$ cat config.mk
export PLATFORM = sky130hd
export DESIGN_NAME = uart_rx_tx_ring_buffers
export DESIGN_NICKNAME = d
export VERILOG_FILES = /design/src/hdl/urtrb_pkg.sv /design/src/hdl/urtrb_ram.sv /design/src/hdl/urtrb_ctrl.sv /design/src/hdl/uart_rx_tx_ring_buffers.sv
export VERILOG_INCLUDE_DIRS = /design/src /design/src/hdl
export SDC_FILE = /design/constraint.sdc
export NUM_CORES = 2
export LEC_CHECK = 0
export ABC_AREA = 0
export BUFFER_PORTS_ARGS = -buffer_cell sky130_fd_sc_hd__buf_2
export CORE_AREA = 2 2 525 579
export DETAILED_ROUTE_END_ITERATION = 12
export DIE_AREA = 0 0 527 581
export PLACE_DENSITY_LB_ADDON = 0.15
export SYNTH_ARGS = -nofsm -noshare
export SYNTH_HDL_FRONTEND = slang
export SYNTH_SLANG_ARGS = --single-unit
$ cat constraint.sdc
create_clock -name clk -period 7.11 [get_ports clk]
set_input_delay 0.3555 -clock clk [delete_from_list [all_inputs] [get_ports clk]]
set_output_delay 0.3555 -clock clk [all_outputs]
set_load 0.02 [all_outputs]
$ cat src/hdl/uart_rx_tx_ring_buffers_defines.svh
// ----------------------------------------------------------------------------
// uart_rx_tx_ring_buffers_defines
// Assertion macros for the serial port ring buffers.
// ----------------------------------------------------------------------------
`ifndef UART_RX_TX_RING_BUFFERS_DEFINES_SVH
`define UART_RX_TX_RING_BUFFERS_DEFINES_SVH

`ifndef NO_ASSERTIONS
// Same-cycle implication, checked outside reset.
`define URTRB_ASSERT_NOW(label, clk, rst_n, ante, cons) \
	label: assert property (@(posedge clk) disable iff (!rst_n) (ante) |-> (cons)) \
		else $error("urtrb assertion failed");
// Next-cycle implication, checked outside reset.
`define URTRB_ASSERT_NEXT(label, clk, rst_n, ante, cons) \
	label: assert property (@(posedge clk) disable iff (!rst_n) (ante) |=> (cons)) \
		else $error("urtrb assertion failed");
`else
`define URTRB_ASSERT_NOW(label, clk, rst_n, ante, cons)
`define URTRB_ASSERT_NEXT(label, clk, rst_n, ante, cons)
`endif

`endif

$ cat src/hdl/urtrb_pkg.sv
// ----------------------------------------------------------------------------
// urtrb_pkg
// Depths, pointer widths, operation codes and shared types of the ring buffers.
// ----------------------------------------------------------------------------
`default_nettype none

package urtrb_pkg;

	localparam int RX_DEPTH = 256;
	localparam int TX_DEPTH = 256;
	localparam int RX_PTR_W = $clog2(RX_DEPTH);
	localparam int TX_PTR_W = $clog2(TX_DEPTH);
	localparam int RX_CNT_W = RX_PTR_W + 1;
	localparam int TX_CNT_W = TX_PTR_W + 1;

	typedef enum logic [2:0] {
		OP_RX_BYTE  = 3'd0,
		OP_TX_READY = 3'd1,
		OP_READ     = 3'd2,
		OP_WRITE    = 3'd3,
		OP_DRAIN    = 3'd4
	} op_t;

	typedef struct packed {
		logic                we;
		logic [RX_PTR_W-1:0] waddr;
		logic [7:0]          wdata;
		logic                re;
		logic [RX_PTR_W-1:0] raddr;
	} rx_cmd_t;

	typedef struct packed {
		logic                we;
		logic [TX_PTR_W-1:0] waddr;
		logic [7:0]          wdata;
		logic                re;
		logic [TX_PTR_W-1:0] raddr;
	} tx_cmd_t;

	typedef struct packed {
		logic       strobe;
		logic       read_valid;
		logic       line_valid;
		logic       line_from_ring;
		logic [7:0] line_data;
		logic       notify;
		logic       failed;
		logic [7:0] rx_count;
		logic [7:0] tx_space;
		logic       irq;
	} res_t;

	function automatic logic [RX_PTR_W-1:0] rx_bump(input logic [RX_PTR_W-1:0] p);
		return (p == RX_PTR_W'(RX_DEPTH - 1)) ? '0 : p + 1'b1;
	endfunction

	function automatic logic [TX_PTR_W-1:0] tx_bump(input logic [TX_PTR_W-1:0] p);
		return (p == TX_PTR_W'(TX_DEPTH - 1)) ? '0 : p + 1'b1;
	endfunction

	function automatic logic [RX_CNT_W-1:0] rx_used(input logic [RX_PTR_W-1:0] head,
			input logic [RX_PTR_W-1:0] tail);
		return (tail >= head) ? ({1'b0, tail} - {1'b0, head})
			: ({1'b0, tail} + RX_CNT_W'(RX_DEPTH) - {1'b0, head});
	endfunction

	function automatic logic [TX_CNT_W-1:0] tx_used(input logic [TX_PTR_W-1:0] head,
			input logic [TX_PTR_W-1:0] tail);
		return (tail >= head) ? ({1'b0, tail} - {1'b0, head})
			: ({1'b0, tail} + TX_CNT_W'(TX_DEPTH) - {1'b0, head});
	endfunction

	// Clamp a count to the 8-bit status field.
	function automatic logic [7:0] sat8(input logic [31:0] v);
		return (v > 32'd255) ? 8'hFF : v[7:0];
	endfunction

endpackage

`default_nettype wire

$ cat src/hdl/urtrb_ram.sv
// ----------------------------------------------------------------------------
// urtrb_ram
// Simple dual-port byte RAM: one write port, one read port, registered read.
// ----------------------------------------------------------------------------
`default_nettype none

module urtrb_ram #(
	parameter int DEPTH = 256,
	parameter int WIDTH = 8
) (
	input  wire logic                     clk,
	input  wire logic                     we,
	input  wire logic [$clog2(DEPTH)-1:0] waddr,
	input  wire logic [WIDTH-1:0]         wdata,
	input  wire logic                     re,
	input  wire logic [$clog2(DEPTH)-1:0] raddr,
	output      logic [WIDTH-1:0]         rdata
);

	logic [WIDTH-1:0] mem_q [DEPTH];

	always_ff @(posedge clk) begin
		if (we) begin
			mem_q[waddr] <= wdata;
		end
	end

	always_ff @(posedge clk) begin
		if (re) begin
			rdata <= mem_q[raddr];
		end
	end

endmodule

`default_nettype wire

$ cat src/hdl/urtrb_ctrl.sv
// ----------------------------------------------------------------------------
// urtrb_ctrl
// Ring pointers, transmit interrupt flag and sync mode; issues RAM accesses
// and registers the status of each word.
// ----------------------------------------------------------------------------
`default_nettype none

module urtrb_ctrl (
	input  wire logic             clk,
	input  wire logic             arst_n,
	input  wire logic             start,
	input  wire logic [2:0]       operation,
	input  wire logic [7:0]       data_byte,
	input  wire logic             cfg_we,
	input  wire logic             cfg_sync,
	output      urtrb_pkg::rx_cmd_t rx_cmd,
	output      urtrb_pkg::tx_cmd_t tx_cmd,
	output      urtrb_pkg::res_t    res
);
	import urtrb_pkg::*;

	logic [RX_PTR_W-1:0] rx_head_q, rx_tail_q, rx_head_d, rx_tail_d;
	logic [TX_PTR_W-1:0] tx_head_q, tx_tail_q, tx_head_d, tx_tail_d;
	logic                irq_q, irq_d;
	logic                sync_q;
	logic                tx_full;
	res_t                res_d;
	res_t                res_s1;

	assign tx_full = (tx_used(tx_head_q, tx_tail_q) == TX_CNT_W'(TX_DEPTH - 1));

	always_comb begin
		rx_head_d = rx_head_q;
		rx_tail_d = rx_tail_q;
		tx_head_d = tx_head_q;
		tx_tail_d = tx_tail_q;
		irq_d     = irq_q;
		rx_cmd    = '0;
		tx_cmd    = '0;
		res_d     = '0;
		rx_cmd.waddr = rx_tail_q;
		rx_cmd.wdata = data_byte;
		rx_cmd.raddr = rx_head_q;
		tx_cmd.waddr = tx_tail_q;
		tx_cmd.wdata = data_byte;
		tx_cmd.raddr = tx_head_q;
		if (start) begin
			unique case (op_t'(operation))
				OP_RX_BYTE: begin
					rx_cmd.we    = 1'b1;
					rx_tail_d    = rx_bump(rx_tail_q);
					res_d.notify = 1'b1;
				end
				OP_TX_READY: begin
					if (!sync_q && irq_q) begin
						if (tx_head_q != tx_tail_q) begin
							tx_cmd.re            = 1'b1;
							res_d.line_valid     = 1'b1;
							res_d.line_from_ring = 1'b1;
							tx_head_d            = tx_bump(tx_head_q);
						end
						if (tx_head_d == tx_tail_q) begin
							irq_d = 1'b0;
						end
					end
				end
				OP_READ: begin
					if (rx_head_q != rx_tail_q) begin
						rx_cmd.re        = 1'b1;
						res_d.read_valid = 1'b1;
						rx_head_d        = rx_bump(rx_head_q);
					end
				end
				OP_WRITE: begin
					if (sync_q) begin
						res_d.line_valid = 1'b1;
						res_d.line_data  = data_byte;
					end else begin
						if (tx_full) begin
							res_d.failed = 1'b1;
						end else begin
							tx_cmd.we = 1'b1;
							tx_tail_d = tx_bump(tx_tail_q);
						end
						irq_d = 1'b1;
					end
				end
				OP_DRAIN: begin
					tx_head_d = '0;
					tx_tail_d = '0;
				end
				default: begin
				end
			endcase
			res_d.strobe   = 1'b1;
			res_d.rx_count = sat8(32'(rx_used(rx_head_d, rx_tail_d)));
			res_d.tx_space = sat8(32'(TX_CNT_W'(TX_DEPTH - 1) - tx_used(tx_head_d, tx_tail_d)));
			res_d.irq      = irq_d;
		end
	end

	always_ff @(posedge clk or negedge arst_n) begin
		if (!arst_n) begin
			rx_head_q <= '0;
			rx_tail_q <= '0;
			tx_head_q <= '0;
			tx_tail_q <= '0;
			irq_q     <= 1'b0;
			sync_q    <= 1'b0;
			res_s1    <= '0;
		end else begin
			rx_head_q <= rx_head_d;
			rx_tail_q <= rx_tail_d;
			tx_head_q <= tx_head_d;
			tx_tail_q <= tx_tail_d;
			irq_q     <= irq_d;
			res_s1    <= res_d;
			if (cfg_we) begin
				sync_q <= cfg_sync;
			end
		end
	end

	assign res = res_s1;

endmodule

`default_nettype wire

$ cat src/hdl/uart_rx_tx_ring_buffers.sv
// ----------------------------------------------------------------------------
// uart_rx_tx_ring_buffers
// Receive and transmit byte rings for a serial port, held in two block RAMs.
// ----------------------------------------------------------------------------
//
//  channel   signals                              handshake
//  -------   -----------------------------------  ------------------------
//  command   operation, data_byte                 start && !busy
//  result    read_byte .. tx_irq_active           done, one cycle, no stall
//  config    cfg_data (sync_mode)                 cfg_valid && cfg_ready
//
//  A word is accepted at an edge and its result shows with done in the
//  following cycle; a new word may be accepted every cycle, since busy
//  never rises. The registered read of the RAM sets when the result shows.
//  Reset clears both rings' pointers, the transmit interrupt and sync mode;
//  RAM contents are not cleared. The result cannot be stalled.
//
`default_nettype none
`include "uart_rx_tx_ring_buffers_defines.svh"

module uart_rx_tx_ring_buffers (
	input  wire logic       clk,
	input  wire logic       arst_n,
	input  wire logic       start,
	output      logic       busy,
	input  wire logic [2:0] operation,
	input  wire logic [7:0] data_byte,
	output      logic       done,
	output      logic [7:0] read_byte,
	output      logic       read_valid,
	output      logic [7:0] line_byte,
	output      logic       line_valid,
	output      logic       rx_notify,
	output      logic       write_failed,
	output      logic [7:0] rx_count,
	output      logic [7:0] tx_space,
	output      logic       tx_irq_active,
	input  wire logic       cfg_valid,
	output      logic       cfg_ready,
	input  wire logic       cfg_data
);
	import urtrb_pkg::*;

	rx_cmd_t    rx_cmd;
	tx_cmd_t    tx_cmd;
	res_t       res;
	logic [7:0] rx_rdata;
	logic [7:0] tx_rdata;

	// Every access to a ring touches one entry only, and a word never reads
	// and writes the same ring, so no forwarding is needed.
	assign busy      = 1'b0;
	assign cfg_ready = 1'b1;

	urtrb_ctrl u_ctrl (
		.clk       (clk),
		.arst_n    (arst_n),
		.start     (start),
		.operation (operation),
		.data_byte (data_byte),
		.cfg_we    (cfg_valid && cfg_ready),
		.cfg_sync  (cfg_data),
		.rx_cmd    (rx_cmd),
		.tx_cmd    (tx_cmd),
		.res       (res)
	);

	urtrb_ram #(.DEPTH(RX_DEPTH), .WIDTH(8)) u_rx_ram (
		.clk   (clk),
		.we    (rx_cmd.we),
		.waddr (rx_cmd.waddr),
		.wdata (rx_cmd.wdata),
		.re    (rx_cmd.re),
		.raddr (rx_cmd.raddr),
		.rdata (rx_rdata)
	);

	urtrb_ram #(.DEPTH(TX_DEPTH), .WIDTH(8)) u_tx_ram (
		.clk   (clk),
		.we    (tx_cmd.we),
		.waddr (tx_cmd.waddr),
		.wdata (tx_cmd.wdata),
		.re    (tx_cmd.re),
		.raddr (tx_cmd.raddr),
		.rdata (tx_rdata)
	);

	// Zero the byte fields when they carry nothing; pick the line byte from
	// the ring or from the sync-mode bypass.
	assign done          = res.strobe;
	assign read_valid    = res.read_valid;
	assign read_byte     = res.read_valid ? rx_rdata : 8'h00;
	assign line_valid    = res.line_valid;
	assign line_byte     = !res.line_valid ? 8'h00
		: (res.line_from_ring ? tx_rdata : res.line_data);
	assign rx_notify     = res.notify;
	assign write_failed  = res.failed;
	assign rx_count      = res.rx_count;
	assign tx_space      = res.tx_space;
	assign tx_irq_active = res.irq;

	`URTRB_ASSERT_NEXT(a_done_follows_start, clk, arst_n, start && !busy, done)
	`URTRB_ASSERT_NOW(a_fail_means_full, clk, arst_n, done && write_failed,
		tx_space == 8'h00 && tx_irq_active)
	`URTRB_ASSERT_NOW(a_one_effect, clk, arst_n, done && read_valid,
		!rx_notify && !line_valid && !write_failed)
	`URTRB_ASSERT_NOW(a_quiet_without_done, clk, arst_n, !done,
		!read_valid && !line_valid && !rx_notify && !write_failed)

endmodule

`default_nettype wire

# Yosys cells after proc, flatten, opt, wreduce, memory -nomap -nowiden
# Memory sizes are Yosys's and may differ from the RTL's. A register that Yosys moved wholly into a read port is not among the register bits.
# Cells that the tools add are included.
[word_totals] elab_cells=112 latch_bits=0 out_inout_bits=40 n_memories=2 ramBits=4096 regBits=65 rom_bits=0
[mem_list] name="u_rx_ram.mem_q" words=256 word_bits=8 read_ports=1 rd_ports_with_merged_regs=1 wr=1 line="urtrb_ram.sv:20" rtl="logic [WIDTH-1:0] mem_q [DEPTH];"
[mem_list] name="u_tx_ram.mem_q" words=256 word_bits=8 read_ports=1 rd_ports_with_merged_regs=1 wr=1 line="urtrb_ram.sv:20"
[classes] magnitude_cmp=5 n_div=0 bitwise_logic=0 n_mux=60 addsub=14 shifts=0 multipliers=0 reduce_logical=3 eq_ne=12
[op_table] cell="two-way mux 8 bit" count=25
[op_table] cell="adder 8 x 1 -> 8 bit, second input constant" count=4
[op_table] cell="== test 8 bit, second input constant" count=4
[op_table] cell="greater-than comparator 32 x 8 -> 1 bit, second input constant" count=1
[op_table] cell="case mux 8 bit (2 select lines)" count=2
[op_table] cell="two-way mux 31 bit" count=1
[op_table] cell="adder 8 x 9 -> 9 bit, second input constant" count=3
[op_table] cell="two-way mux 9 bit" count=3
[op_table] cell="subtractor 8 x 8 -> 9 bit" count=3
[op_table] cell="subtractor 9 x 8 -> 9 bit" count=3
[op_table] cell="two-way mux 1 bit" count=25
[op_table] cell=">= comparator 8 bit" count=3
[op_table] cell="inequality test 8 bit" count=2
[op_table] cell="subtractor 8 x 9 -> 10 bit, first input constant" count=1
[op_table] cell="== test 9 x 8 -> 1 bit, second input constant" count=1
[op_table] cell="greater-than comparator 9 x 8 -> 1 bit, second input constant" count=1
[op_table] cell="== test 8 bit" count=1
[op_table] cell="== test 3 x 2 -> 1 bit, second input constant" count=2
[op_table] cell="two-way mux 2 bit" count=2
[op_table] cell="case mux 1 bit (2 select lines)" count=2
[op_table] cell="== test 3 x 1 -> 1 bit, second input constant" count=1
[op_table] cell="== test 3 bit, second input constant" count=1
[op_table] cell="logical NOT 3 bit" count=1
[op_table] cell="logical AND 1 bit" count=1
[op_table] cell="logical NOT 1 bit" count=1

# Longest topological paths before layout
[logic_depth] word_depth=15 ltp_mapped=23

# Cells and area by module
# Synthesis repeated with hierarchy kept, for this count alone.
[hier_totals] hier_cells=8110 hier_area_um2=164694.2
[modules_own_cells] module="urtrb_ram" cells_per_inst=3733 area_per_inst_um2=79636.4 n_inst=2
[modules_own_cells] module="urtrb_ctrl" cells_per_inst=615 area_per_inst_um2=5207.5 n_inst=1
[modules_own_cells] module="uart_rx_tx_ring_buffers" cells_per_inst=29 area_per_inst_um2=214.0 n_inst=1

# Least setup slack after synthesis
# No wires, ideal clock.
[synth_timing] kind="reg-to-reg" from="register u_ctrl.tx_head_q[1]" to="register u_ctrl.res_s1, in the netlist u_ctrl.res[8]" setup_slack_ns=1.515 path_buffers=6 t_arrival_ns=5.459 path_stages_with_launch=23 path_cell_list="dfrtp_1 -> buf_2 -> clkinv_1 -> buf_2 -> buf_1 -> clkbuf_1 -> ha_1 -> nor2b_1 -> o21a_1 -> or3_1 -> and4_1 -> buf_2 -> nor2_1 -> a21oi_1 -> mux2_2 -> ha_1 -> buf_2 -> nand3_1 -> o31ai_1 -> o21ai_0 -> a2111o_1 -> a2111oi_0 -> nor3b_1"
[synth_rtl] item="start: declaration" line="urtrb_ctrl.sv:23" rtl="logic [TX_PTR_W-1:0] tx_head_q, tx_tail_q, tx_head_d, tx_tail_d;"
[synth_rtl] item="start signal: assignment" line="urtrb_ctrl.sv:114" rtl="tx_head_q <= tx_head_d;"
[synth_rtl] item="end signal: assignment" line="urtrb_ctrl.sv:117" rtl="res_s1 <= res_d;"
[synth_rtl] item="end: declaration" line="urtrb_ctrl.sv:28" rtl="res_t res_s1;"

==> results.json <==
{
  "status": "finished, violations left",
  "violations": "max-capacitance violations, max-slew violations",
  "cp.required_ns": 7.93,
  "syn_area_sq_um": 164000,
  "synth_area_per_cell_sq_um": 20.7,
  "cp_slowest_cell": "o31ai_1",
  "drcViolationCount": 0,
  "maxCapViolCount": 1,
  "routed_wl_mm": 432,
  "num_vias": 81900,
  "start_util": 0.548,
  "die_h_microns": 581,
  "drtPass1Iterations": 8,
  "cts-resized-gates": 0,
  "critPathArrivalTime_ns": 6.61,
  "worstSetupEndpointType": "flip-flop",
  "internal_power_uw": 43600,
  "hold_class": "in -> reg",
  "worstMarginPinSlew_ns": 1.63,
  "critPathMaxStageDelay_ns": 0.59,
  "nets": 8162,
  "rsz0062_at_grt": "no",
  "io_pins": 56,
  "die_area_sq_um": 306000,
  "ys_types": 86,
  "grt_usage": 0.281,
  "p_sw_frac": 0.269,
  "core_sq_um": 300000,
  "synth-main-ff-cell": "edfxtp_1",
  "area_growth_pct": 10.7,
  "synthArstFlopShare": 0.0156,
  "clockRootBuffer": "clkbuf_16",
  "period_share": 0.815,
  "drtIter0Drc": 10500,
  "clock-skew-final_ns": 0.0926,
  "die_x_microns": 527,
  "final_common_cell": "edfxtp_1",
  "p_per_area_nw_per_um2": 328,
  "worstSetupPathType": "reg -> reg",
  "io_buffers": 53,
  "htree_levels": 5,
  "grt_pass1_wl_mm": 615,
  "synth_top_area_frac": 0.751,
  "p_leak_uw": 0.0560,
  "synth_nets": 8003,
  "synthCells": 7948,
  "cts_setup_buffers": 0,
  "yosysTopAreaCell": "edfxtp_1",
  "numCtsBuffers": 400,
  "setup_viol": 0,
  "path_cells": "inv_1, ha_1, inv_1, fa_1, a21o_1, a21oi_1, xnor2_1, and4_1, nor2_1, a21oi_1, mux2_2, ha_1, nand3_1, o31ai_1, o21ai_0, a2111o_1, a2111oi_0, nor3b_1",
  "final.setup.tns_ns": 0,
  "grt_max_degree": 210,
  "first_global_vias": 81900,
  "yosys_warnings": 0,
  "ys_seq_area_frac": 0.761,
  "max_freq_mhz": 173,
  "p_total_uw": 59700,
  "hpwl_mm": 260,
  "overflow": 0,
  "postRouteAntennaNets": 0,
  "hold_viol_final": 0,
  "synth_area_leaders": "edfxtp_1, mux4_2, mux2i_1",
  "clock_power_share": 0.359,
  "layout_common_cells": "edfxtp_1, mux4_2, nor2_1, clkbuf_16, nand2_1",
  "cts_tree": "done",
  "slew_headroom": -0.0908,
  "via_per_inst": 6.61,
  "clock-sinks": 4177,
  "p_seq_frac": 0.459,
  "start_kind": "flip-flop",
  "ys_ff_latch": 4177,
  "clock_latency_ns": 0.98,
  "pwr-share-comb": 0.183,
  "synth-edff-count": 4112,
  "layout-drive-gt1-share": 0.224,
  "switching_power_uw": 16000,
  "ir_drop_mv": 0.275,
  "clk_pin_slew_ns": 0.07,
  "min_period_ns": 5.79,
  "fill_cells": 20900,
  "wl_per_cell_microns": 34.8,
  "crit_path_max_fanout": 13,
  "antenna_found_initial": 15,
  "slew_viol_final": 8,
  "critical_path.top_delay_family": "compound AO/OA/AOI/OAI gates",
  "clock_path_buffers": 4,
  "rows": 211,
  "worst-path-buf-inv": 2,
  "gp_congestion": 0.883
}
==> cell type report <==
cell class,count,area [sq um],area share
Clock buffer,464,10400,0.0570
Antenna cell,15,37.5,0.000206
Sequential cell,4177,125000,0.687
Clock inverter,271,2710,0.0149
Timing Repair Buffer,243,2130,0.0117
Tap cell,3940,4930,0.0271
Multi-Input combinational cell,3252,36600,0.201
Inverter,33,135,0.000742
==> timing repair <==
action	4_1_cts	5_1_grt
setup endpoints to repair	0	0
endpoints found under the hold margin	310	0
hold buffers	18	0
==> flip-flops by register name, indices dropped and copies added (netlist names) <==
signal,count
u_rx_ram.mem_q,2048
u_ctrl.rx_tail_q,8
u_ctrl.sync_q,1
u_ctrl.tx_tail_q,8
u_tx_ram.mem_q,2048
u_ctrl.tx_head_q,8
u_ctrl.rx_head_q,8
u_ctrl.res,31
u_rx_ram.rdata,8
u_tx_ram.rdata,8
u_ctrl.irq_q,1
==> power groups by stage <==
stage               combinational (uW)  clock, uW  sequential, uW
finish                           10900      21400           27400
global route                     11300      22600           27300
CTS                              10900      21600           27300
detailed placement               10900          0           27900
global placement                 10900          0           27900
floorplan                         7280          0           27700
==> cell usage after synthesis, drive strengths merged (13+ instances only) <==
cell type / instances
xor2: 19
inv: 28
a21oi: 91
buf: 291
a221oi: 24
xnor2: 28
a22o: 26
dfrtp: 65
nor2b: 41
nand2b: 21
o22ai: 63
mux2i: 251
or3: 15
nand3b: 14
edfxtp: 4112
ha: 35
a22oi: 123
a211oi: 59
mux4: 1013
o211ai: 15
nand3: 107
nor3: 45
o21ai: 85
nand2: 254
nand4: 28
and3: 19
mux2: 31
o21a: 16
and2: 32
clkbuf: 195
nor2: 610
a21o: 14
a31oi: 27
nor4: 13
o221ai: 23
==> stage by stage <==
step / util / hold slack [ns] / instances / worst slack (ns) / instance area, sq um
final: 0.607 / 0.190 / 12400 / 1.32 / 182000
after global routing: 0.607 / 0.157 / 12400 / 0.933 / 182000
after CTS: 0.607 / 0.109 / 12400 / 1.40 / 182000
after detailed placement: 0.563 / 0.268 / 11600 / 1.42 / 169000
after global placement: 0.563 / 0.269 / 11600 / 1.40 / 169000
after floorplan: - / 0.0599 / 7948 / 1.51 / 164000
==> worst min-delay path: stages <==
cell and delay, ns:
buf_2 0.08, mux2_2 0.13, dlygate4sd3_1 0.54
==> final timing paths <==
check,start,endpoint,slack (ns),depth (start not counted)
max in group asynchronous,arst_n,u_ctrl.tx_head_q[1],5.54,3
min,cfg_valid,u_ctrl.sync_q,0.19,3
min in group asynchronous,arst_n,u_ctrl.tx_head_q[3],0.22,3
max reg2reg,u_ctrl.tx_tail_q[0],u_ctrl.res[8],1.32,18
min reg2reg,u_ctrl.rx_head_q[7],u_ctrl.rx_head_q[7],0.66,2
max,u_ctrl.tx_tail_q[0],u_ctrl.res[8],1.32,18
==> layer usage <==
layer | part of all wire | global-route usage | routed length, microns | up-vias
met2 | 0.49 | 0.454 | 211000 | 4275
met3 | 0.079 | 0.0481 | 34300 | 827
met5 | 0.000086 | 0 | 37 | -
met4 | 0.047 | 0.116 | 20300 | 6
met1 | 0.38 | 0.385 | 166000 | 43500
li1 | - | - | - | 33300
==> cell families after synthesis <==
family | share of synthesized area
muxes | 0.156
DFF | 0.761
AOI/OAI and AO/OA | 0.0276
adders and majority gates | 0.00315
xor gates and xnor gates | 0.00250
other | 0.0000457
buffers and inverters | 0.0172
and+or+nand+nor | 0.0327
Power figures use the tool's default switching activity.
